`config.mk`:
```
export PLATFORM = sky130hd
export DESIGN_NAME = addressed_rgb_packet_pwm_driver_flat
export DESIGN_NICKNAME = d
export VERILOG_FILES = /design/src/sv/arpd_pkg.sv /design/src/sv/arpd_in_if.sv /design/src/sv/arpd_out_if.sv /design/src/sv/arpd_parser.sv /design/src/sv/arpd_pwm.sv /design/src/sv/addressed_rgb_packet_pwm_driver.sv /design/src/flat_wrapper.sv
export SDC_FILE = /design/constraint.sdc
export NUM_CORES = 1
export LEC_CHECK = 0
export BUFFER_PORTS_ARGS = -buffer_cell sky130_fd_sc_hd__buf_4
export CORE_MARGIN = 4
export CORE_UTILIZATION = 55
export DETAILED_ROUTE_END_ITERATION = 7
export PLACE_DENSITY = 0.75
export SLEW_MARGIN = 5
export SYNTH_ARGS = -nofsm -noshare
export SYNTH_HDL_FRONTEND = slang
export SYNTH_HIERARCHICAL = 1
export SYNTH_SLANG_ARGS = --single-unit
```
`constraint.sdc`:
```
create_clock -name i_clk -period 5.3 [get_ports i_clk]
set_input_delay 1.325 -clock i_clk [delete_from_list [all_inputs] [get_ports i_clk]]
set_output_delay 1.325 -clock i_clk [all_outputs]
set_load 0.02 [all_outputs]
```
`src/sv/arpd_pkg.sv`:
```
// Shared constants and types for the addressed RGB packet PWM driver.
package arpd_pkg;

    // Default level width and field widths
    localparam int LEVEL_BITS_DEF = 8;
    localparam int BYTE_BITS      = 8;
    localparam int PHASE_BITS     = 4;
    localparam int CFG_IDX_BITS   = 1;

    // Configuration register indexes
    localparam logic [CFG_IDX_BITS-1:0] REG_FIRST_ADDR  = 1'd0;
    localparam logic [CFG_IDX_BITS-1:0] REG_SECOND_ADDR = 1'd1;

    // Reset values
    localparam logic [BYTE_BITS-1:0] FIRST_ADDR_RST  = 8'h00;
    localparam logic [BYTE_BITS-1:0] SECOND_ADDR_RST = 8'hcc;
    localparam int                   RED_LEVEL_RST   = 12;

    // Input word opcodes
    localparam logic OP_TICK = 1'b0;
    localparam logic OP_BYTE = 1'b1;

    // Frame parser phases
    localparam logic [PHASE_BITS-1:0] PH_ADDR1 = 4'd0;
    localparam logic [PHASE_BITS-1:0] PH_ADDR2 = 4'd1;
    localparam logic [PHASE_BITS-1:0] PH_RED   = 4'd2;
    localparam logic [PHASE_BITS-1:0] PH_GREEN = 4'd3;
    localparam logic [PHASE_BITS-1:0] PH_BLUE  = 4'd4;
    localparam logic [PHASE_BITS-1:0] PH_SKIP4 = 4'd5;
    localparam logic [PHASE_BITS-1:0] PH_SKIP3 = 4'd6;
    localparam logic [PHASE_BITS-1:0] PH_SKIP2 = 4'd7;
    localparam logic [PHASE_BITS-1:0] PH_SKIP1 = 4'd8;

    // Per-word control handed to the parser and the counter
    typedef struct packed {
        logic                 tick_en;
        logic                 byte_en;
        logic [BYTE_BITS-1:0] rx_byte;
    } t_step;

endpackage

```
`src/sv/arpd_in_if.sv`:
```
// Input channel: tick or received byte, with valid/ready handshake.
interface arpd_in_if;
    logic       valid;
    logic       ready;
    logic       opcode;
    logic [7:0] rx_byte;

    modport source (output valid, output opcode, output rx_byte, input ready);
    modport sink   (input valid, input opcode, input rx_byte, output ready);
endinterface

```
`src/sv/arpd_out_if.sv`:
```
// Result channel: LED drives and frame completion flag, with valid/ready handshake.
interface arpd_out_if;
    logic valid;
    logic ready;
    logic led_red;
    logic led_green;
    logic led_blue;
    logic frame_done;

    modport source (output valid, output led_red, output led_green, output led_blue,
                    output frame_done, input ready);
    modport sink   (input valid, input led_red, input led_green, input led_blue,
                    input frame_done, output ready);
endinterface

```
`src/sv/arpd_parser.sv`:
```
// Five-byte frame parser: address match, skip counting and level registers.
module arpd_parser #(
    parameter int LEVEL_BITS = arpd_pkg::LEVEL_BITS_DEF
) (
    input  logic                                i_clk,
    input  logic                                i_rst_n,
    input  logic                                i_cfg_we,
    input  logic [arpd_pkg::CFG_IDX_BITS-1:0]   i_cfg_index,
    input  logic [arpd_pkg::BYTE_BITS-1:0]      i_cfg_data,
    input  arpd_pkg::t_step                     i_step,
    output logic [LEVEL_BITS-1:0]               o_red,
    output logic [LEVEL_BITS-1:0]               o_green,
    output logic [LEVEL_BITS-1:0]               o_blue,
    output logic                                o_done
);

    logic [arpd_pkg::BYTE_BITS-1:0]  r_first_addr;
    logic [arpd_pkg::BYTE_BITS-1:0]  r_second_addr;
    logic [arpd_pkg::PHASE_BITS-1:0] r_phase, n_phase;
    logic [LEVEL_BITS-1:0]           r_red, n_red;
    logic [LEVEL_BITS-1:0]           r_green, n_green;
    logic [LEVEL_BITS-1:0]           r_blue, n_blue;
    logic [LEVEL_BITS+arpd_pkg::BYTE_BITS-1:0] byte_ext;
    logic [LEVEL_BITS-1:0]           byte_lvl;
    logic                            done;

    // Byte as a level: low LEVEL_BITS bits, zero-extended when wider
    assign byte_ext = {{LEVEL_BITS{1'b0}}, i_step.rx_byte};
    assign byte_lvl = byte_ext[LEVEL_BITS-1:0];

    // Configuration registers
    always_ff @(posedge i_clk) begin
        if (!i_rst_n) begin
            r_first_addr  <= arpd_pkg::FIRST_ADDR_RST;
            r_second_addr <= arpd_pkg::SECOND_ADDR_RST;
        end else if (i_cfg_we) begin
            case (i_cfg_index)
                arpd_pkg::REG_FIRST_ADDR:  r_first_addr  <= i_cfg_data;
                arpd_pkg::REG_SECOND_ADDR: r_second_addr <= i_cfg_data;
                default: ;
            endcase
        end
    end

    // Frame phase and level updates for one byte
    always_comb begin
        n_phase = r_phase;
        n_red   = r_red;
        n_green = r_green;
        n_blue  = r_blue;
        done    = 1'b0;
        if (i_step.byte_en) begin
            case (r_phase)
                arpd_pkg::PH_ADDR1: begin
                    n_phase = (i_step.rx_byte == r_first_addr) ?
                              arpd_pkg::PH_ADDR2 : arpd_pkg::PH_SKIP4;
                end
                arpd_pkg::PH_ADDR2: begin
                    n_phase = (i_step.rx_byte == r_second_addr) ?
                              arpd_pkg::PH_RED : arpd_pkg::PH_SKIP3;
                end
                arpd_pkg::PH_RED: begin
                    n_red   = byte_lvl;
                    n_phase = arpd_pkg::PH_GREEN;
                end
                arpd_pkg::PH_GREEN: begin
                    n_green = byte_lvl;
                    n_phase = arpd_pkg::PH_BLUE;
                end
                arpd_pkg::PH_BLUE: begin
                    n_blue  = byte_lvl;
                    n_phase = arpd_pkg::PH_ADDR1;
                    done    = 1'b1;
                end
                arpd_pkg::PH_SKIP4, arpd_pkg::PH_SKIP3, arpd_pkg::PH_SKIP2: begin
                    n_phase = r_phase + 4'd1;
                end
                default: n_phase = arpd_pkg::PH_ADDR1;
            endcase
        end
    end

    always_ff @(posedge i_clk) begin
        if (!i_rst_n) begin
            r_phase <= arpd_pkg::PH_ADDR1;
            r_red   <= LEVEL_BITS'(arpd_pkg::RED_LEVEL_RST);
            r_green <= '0;
            r_blue  <= '0;
        end else begin
            r_phase <= n_phase;
            r_red   <= n_red;
            r_green <= n_green;
            r_blue  <= n_blue;
        end
    end

    // Levels as they stand after this byte
    assign o_red   = n_red;
    assign o_green = n_green;
    assign o_blue  = n_blue;
    assign o_done  = done;

`ifndef SYNTHESIS
    a_phase_range: assert property (@(posedge i_clk) disable iff (!i_rst_n)
        r_phase <= arpd_pkg::PH_SKIP1)
        else $error("parser phase left the frame sequence");
    a_done_only_blue: assert property (@(posedge i_clk) disable iff (!i_rst_n)
        done |=> (r_phase == arpd_pkg::PH_ADDR1) && (r_blue == $past(byte_lvl)))
        else $error("frame completion without blue level store");
    a_skip_no_store: assert property (@(posedge i_clk) disable iff (!i_rst_n)
        (r_phase >= arpd_pkg::PH_SKIP4) |=> $stable(r_red) && $stable(r_green) &&
                                            $stable(r_blue))
        else $error("level changed while skipping a frame");
`endif

endmodule

```
`src/sv/arpd_pwm.sv`:
```
// Free-running PWM counter and level compares for the three LEDs.
module arpd_pwm #(
    parameter int LEVEL_BITS = arpd_pkg::LEVEL_BITS_DEF
) (
    input  logic                  i_clk,
    input  logic                  i_rst_n,
    input  arpd_pkg::t_step       i_step,
    input  logic [LEVEL_BITS-1:0] i_red,
    input  logic [LEVEL_BITS-1:0] i_green,
    input  logic [LEVEL_BITS-1:0] i_blue,
    output logic [2:0]            o_leds
);

    logic [LEVEL_BITS-1:0] r_count;

    // Counter advances on ticks only, wrapping at 2^LEVEL_BITS
    always_ff @(posedge i_clk) begin
        if (!i_rst_n) begin
            r_count <= '0;
        end else if (i_step.tick_en) begin
            r_count <= r_count + LEVEL_BITS'(1);
        end
    end

    // LEDs from the count before this word
    assign o_leds = {r_count < i_blue, r_count < i_green, r_count < i_red};

endmodule

```
`src/sv/addressed_rgb_packet_pwm_driver.sv`:
```
// Top level: addressed RGB packet parser with three-channel PWM LED drive.
//
//  channel   dir   handshake         payload
//  i_rx      in    valid / ready     opcode, rx_byte
//  o_res     out   valid / ready     led_red, led_green, led_blue, frame_done
//  i_cfg_*   in    write enable      index (0 first address, 1 second address), data
//
//  One word per cycle while the result register is empty or being taken; each result
//  appears in the cycle after its word is accepted. The parser, levels and counter
//  update at the accept edge; the result register holds the LEDs and frame flag until
//  taken. A new word is accepted whenever the result register is empty or being taken.
//  Synchronous active-low reset clears parser phase, green and blue levels, counter and valid, and sets red to 12.
module addressed_rgb_packet_pwm_driver #(
    parameter int LEVEL_BITS = arpd_pkg::LEVEL_BITS_DEF
) (
    input  logic                              i_clk,
    input  logic                              i_rst_n,
    arpd_in_if.sink                           i_rx,
    arpd_out_if.source                        o_res,
    input  logic                              i_cfg_we,
    input  logic [arpd_pkg::CFG_IDX_BITS-1:0] i_cfg_index,
    input  logic [arpd_pkg::BYTE_BITS-1:0]    i_cfg_data
);

    arpd_pkg::t_step       step;
    logic                  accept;
    logic [LEVEL_BITS-1:0] lvl_red, lvl_green, lvl_blue;
    logic                  done;
    logic [2:0]            leds;
    logic                  r_valid;
    logic [2:0]            r_leds;
    logic                  r_done;

    // Handshake: room when the result register is empty or draining
    assign i_rx.ready = !r_valid || o_res.ready;
    assign accept     = i_rx.valid && i_rx.ready;

    // Word decode
    assign step.tick_en = accept && (i_rx.opcode == arpd_pkg::OP_TICK);
    assign step.byte_en = accept && (i_rx.opcode == arpd_pkg::OP_BYTE);
    assign step.rx_byte = i_rx.rx_byte;

    arpd_parser #(.LEVEL_BITS(LEVEL_BITS)) u_parser (
        .i_clk       (i_clk),
        .i_rst_n     (i_rst_n),
        .i_cfg_we    (i_cfg_we),
        .i_cfg_index (i_cfg_index),
        .i_cfg_data  (i_cfg_data),
        .i_step      (step),
        .o_red       (lvl_red),
        .o_green     (lvl_green),
        .o_blue      (lvl_blue),
        .o_done      (done)
    );

    arpd_pwm #(.LEVEL_BITS(LEVEL_BITS)) u_pwm (
        .i_clk   (i_clk),
        .i_rst_n (i_rst_n),
        .i_step  (step),
        .i_red   (lvl_red),
        .i_green (lvl_green),
        .i_blue  (lvl_blue),
        .o_leds  (leds)
    );

    // Result register
    always_ff @(posedge i_clk) begin
        if (!i_rst_n) begin
            r_valid <= 1'b0;
        end else if (accept) begin
            r_valid <= 1'b1;
        end else if (o_res.ready) begin
            r_valid <= 1'b0;
        end
    end

    always_ff @(posedge i_clk) begin
        if (accept) begin
            r_leds <= leds;
            r_done <= done;
        end
    end

    assign o_res.valid      = r_valid;
    assign o_res.led_red    = r_leds[0];
    assign o_res.led_green  = r_leds[1];
    assign o_res.led_blue   = r_leds[2];
    assign o_res.frame_done = r_done;

`ifndef SYNTHESIS
    a_accept_fills: assert property (@(posedge i_clk) disable iff (!i_rst_n)
        accept |=> o_res.valid)
        else $error("accepted word produced no result");
    a_tick_no_done: assert property (@(posedge i_clk) disable iff (!i_rst_n)
        (accept && i_rx.opcode == arpd_pkg::OP_TICK) |=> !o_res.frame_done)
        else $error("frame completion flagged on a tick");
    a_empty_ready: assert property (@(posedge i_clk) disable iff (!i_rst_n)
        !r_valid |-> i_rx.ready)
        else $error("input stalled with empty result register");
`endif

endmodule
```
`src/flat_wrapper.sv`:
```
// flat-port wrapper written by rule: the top's interface ports become plain ports
module addressed_rgb_packet_pwm_driver_flat 
#(
    parameter int LEVEL_BITS = arpd_pkg::LEVEL_BITS_DEF
)
  (i_clk, i_rst_n, i_cfg_we, i_cfg_index, i_cfg_data, i_rx_valid, i_rx_opcode, i_rx_rx_byte, i_rx_ready, o_res_valid, o_res_led_red, o_res_led_green, o_res_led_blue, o_res_frame_done, o_res_ready);
  arpd_in_if i_rx_i ();
  arpd_out_if o_res_i ();
  input  logic i_clk;
  input  logic i_rst_n;
  input  logic i_cfg_we;
  input  logic [arpd_pkg::CFG_IDX_BITS-1:0] i_cfg_index;
  input  logic [arpd_pkg::BYTE_BITS-1:0] i_cfg_data;
  input wire logic [$bits(i_rx_i.valid)-1:0] i_rx_valid;
  input wire logic [$bits(i_rx_i.opcode)-1:0] i_rx_opcode;
  input wire logic [$bits(i_rx_i.rx_byte)-1:0] i_rx_rx_byte;
  output wire logic [$bits(i_rx_i.ready)-1:0] i_rx_ready;
  output wire logic [$bits(o_res_i.valid)-1:0] o_res_valid;
  output wire logic [$bits(o_res_i.led_red)-1:0] o_res_led_red;
  output wire logic [$bits(o_res_i.led_green)-1:0] o_res_led_green;
  output wire logic [$bits(o_res_i.led_blue)-1:0] o_res_led_blue;
  output wire logic [$bits(o_res_i.frame_done)-1:0] o_res_frame_done;
  input wire logic [$bits(o_res_i.ready)-1:0] o_res_ready;
  assign i_rx_i.valid = i_rx_valid;
  assign i_rx_i.opcode = i_rx_opcode;
  assign i_rx_i.rx_byte = i_rx_rx_byte;
  assign i_rx_ready = i_rx_i.ready;
  assign o_res_valid = o_res_i.valid;
  assign o_res_led_red = o_res_i.led_red;
  assign o_res_led_green = o_res_i.led_green;
  assign o_res_led_blue = o_res_i.led_blue;
  assign o_res_frame_done = o_res_i.frame_done;
  assign o_res_i.ready = o_res_ready;
  addressed_rgb_packet_pwm_driver #(.LEVEL_BITS(LEVEL_BITS)) u_core (.i_clk(i_clk), .i_rst_n(i_rst_n), .i_rx(i_rx_i), .o_res(o_res_i), .i_cfg_we(i_cfg_we), .i_cfg_index(i_cfg_index), .i_cfg_data(i_cfg_data));
endmodule
```
==> results by group <==
Hold path
  • Worst hold path type: flop to flop
  • Hold depth: 2
  • WHS Endpoint: u_core/u_parser/r_second_addr[5]$_SDFFE_PN0P_
  • HP Start: u_core/u_parser/r_second_addr[5]$_SDFFE_PN0P_

Yosys
  • Post-synth cell types: 46
  • Synth top area cells: dfxtp_1 34%, ha_1 10%, mux2_4 8.1%, and2_1 5.5%, edfxtp_1 3.8%
  • Syn_area_per_cell: 9.67 um^2
  • Top-area cell type share of the netlist area: 33.6%
  • Yosys top cell by area: dfxtp_1
  • Cells after Synth: 327
  • Post-Syn Nets: 376
  • Number of flops mapped to enable cells by yosys: 4
  • #FFs+latches synth: 57
  • Register area share after synthesis: 37.4%
  • Synthesis Warnings: 6
  • Mapped Area: 0.00316 mm^2
  • Top_reg_cell synth: dfxtp_1
  • Ys async rst share: 0%

Worst setup path
  • CP Launch Type: input pin
  • CP Capture Type: flop
  • CP arrival: 3.58 ns
  • Req. time, crit path: 5.51 ns
  • Reg2Reg Depth: 10
  • FF-to-FF End: u_core/r_leds[2]$_DFFE_PP_
  • FF-to-FF setup slack: 2.70 ns
  • Cell chain of the critical path: buf_4, nand2b_4, and3_1, and2b_1, nand3_4, mux2_4, inv_1, ha_1, a21o_1, a221oi_1, o21a_1
  • RR Startpoint: u_core/o_res.valid$_SDFFE_PN0P_
  • Critical Path Start: o_res_ready
  • CP Max Fanout: 9
  • Slowest CP cell: mux2_4
  • CP Class: input pin to flop
  • Kind of cell adding the most delay to the critical path: simple AND/OR/NAND/NOR gates
  • Critical path's largest stage delay: 0.37 ns
  • Worst Path Buf+Inv: 2

Layout
  • Cell area after layout: 0.00361 mm^2
  • Syn-to-layout area delta: 14.1%
  • Fillers: 473
  • Nets: 405
  • Layout cells sized above 1: 20.5%
  • ANT cells: 0

Timing
  • Fin. max-slew vios: 0
  • Max frequency: 297 MHz
  • Worst Tran Pin Value: 0.523 ns
  • Final period utilization: 63.6%
  • Final setup violation count: 0
  • Skew final: 0.00827 ns
  • Max-slew headroom: 64.9%
  • Post-route minimum period: 3.37 ns
  • Final Hold Fails: 0
  • RSZ-0062 raised after global routing: false
  • Final TNS setup: 0 ns

Clock tree
  • # resized after CTS: 0
  • Root Driver: clkbuf_8
  • H-tree Lvls: 3
  • Setup Buffers After CTS: 0
  • Clock Latency Late Sink: 0.33 ns
  • CTS tree: done
  • Clock slew at reported path FFs: 0.07 ns
  • Clock Tree Buf Depth: 2
  • TritonCTS Sinks: 57
  • CTS buffer count: 9
  • CTS Hold Bufs: 0

Detailed routing
  • Total vias in the final route: 2316
  • Drt drc: 0
  • Drt pass-1 iters: 4
  • Final wirelength: 6.63 mm
  • 1st-iter DRT viols: 114
  • Drt wl/cell: 15.3 um
  • Routed Antenna Nets: 0
  • Drt via density: 5.35

Die
  • Core box area: 0.00554 mm^2
  • IO Count: 29
  • Effective utilization at floorplan: 57.1%
  • Site row count: 27
  • Die width: 83.8 um
  • DIE AREA: 0.00703 mm^2
  • Die Ht: 83.8 um

Global route
  • Largest net degree at the start of global routing: 39
  • Antenna violations before repair: 0
  • Total gr overflow: 0
  • Vias in the first global route: 2404
  • Global-route wire length before repair: 11.2 mm
  • Total track usage: 20.2%

Place
  • Placed inst area: 0.00340 mm^2
  • Placer Congestion: 0.811
  • DP HPWL: 4.72 mm
  • I/O Buffers: 28

Power
  • Peak supply drop: 172 uV
  • Leak pwr: 1.63 nW
  • Power per standard cell area: 265 mW/mm^2

Outcome
  • Status: finished, final reports clean

Job
  • Max-Cap Viols: 0
## layer usage
metal | GRT usage, % | up-vias | routed length, um
met5 | 0 | - | 0
met4 | 9.50 | 0 | 155
met3 | 5.43 | 14 | 253
met2 | 34.3 | 45 | 3250
met1 | 23.5 | 1094 | 2980
li1 | - | 1163 | -
## per-stage QoR
step | utilization [%] | total power, mW | hold WS [ns] | worst slack (ns) | cells
finish | 65.1 | 0.956 | 0.468 | 1.93 | 433
floorplan | - | 0.525 | 0.449 | 1.88 | 327
detailed placement | 61.3 | 0.561 | 0.459 | 1.60 | 417
global placement | 61.3 | 0.559 | 0.457 | 1.69 | 417
CTS | 65.1 | 0.969 | 0.469 | 1.96 | 433
global route | 65.1 | 0.998 | 0.494 | 1.85 | 433
## flip-flops by register name (all words and copies together) (netlist names)
| register | count |
|---|---|
| u_core/o_res.frame_done | 1 |
| u_core/o_res.valid | 1 |
| u_core/r_leds | 3 |
| u_core/u_parser/r_blue | 8 |
| u_core/u_parser/r_first_addr | 8 |
| u_core/u_parser/r_green | 8 |
| u_core/u_parser/r_phase | 4 |
| u_core/u_parser/r_red | 8 |
| u_core/u_parser/r_second_addr | 8 |
| u_core/u_pwm/r_count | 8 |
## cell usage in the layout, fill, tap and decap left out, drive strengths merged, types with 4 or more instances in the layout
cell    instances
a21oi          15
and2           28
and3            4
buf            28
clkbuf         11
clkinv          5
dfxtp          53
edfxtp          4
ha             26
inv            28
mux2           24
mux2i          10
nand2          26
nand2b          8
nand3          14
nand4           4
nor2           14
o21ai           5
xnor2          11
xor2            9
## cells by family after synthesis
family                   count (synthesis)  synth area share (%)
AND/OR/NAND/NOR                        112                  19.7
AO/OA/AOI/OAI                           39                  7.91
adder cells (fa/ha/maj)                 26                  10.3
XOR/XNOR                                20                  5.54
flip-flops                              57                  37.4
buffers and inverters                   39                  5.46
multiplexers                            34                  13.7
## Yosys cell counts, drive strengths merged (3+ instances only)
library cell	instances
edfxtp	4
xor2	9
xnor2	11
nor3	3
and3	4
mux2	24
and2b	3
nand2	26
nand2b	8
dfxtp	53
o211ai	3
a21boi	3
clkbuf	5
buf	5
o21ai	5
nand3	14
ha	26
mux2i	10
a21oi	15
nand4	4
nor2	14
a21o	3
inv	28
and2	28
## power by group
group,leakage (nW),internal (mW),switching [mW]
logic,1.05,0.0445,0.0518
clock network,0.106,0.226,0.177
registers,0.467,0.446,0.0105
total,1.63,0.717,0.239
## worst max-delay path by stage
stage               cells past startpoint                         end  slack, ns
global route                           11  u_core/r_leds[2]$_DFFE_PP_       1.85
CTS                                    11  u_core/r_leds[2]$_DFFE_PP_       1.96
detailed placement                     11  u_core/r_leds[2]$_DFFE_PP_       1.60
floorplan                              10  u_core/r_leds[2]$_DFFE_PP_       1.88
global placement                       11  u_core/r_leds[2]$_DFFE_PP_       1.69
finish                                 11  u_core/r_leds[2]$_DFFE_PP_       1.93
## area by class of cell
type                    instances  area (um^2)  share of cell area, %
clock buffers                  11          174                   4.82
clock inverters                 5         35.0                  0.971
inverters                      29          109                   3.02
multi-input cells             231         1810                   50.1
flip-flops and latches         57         1180                   32.7
well taps                      72         90.1                   2.50
repair buffers                 28          210                   5.83
## worst min-delay path, delay by kind of cell (launching register included)
family | cells | cell delay, ns
and+or+nand+nor | 1 | 0.05
DFF | 1 | 0.32
AOI/OAI and AO/OA | 1 | 0.05
No activity file was read; power rests on OpenSTA's default activity.
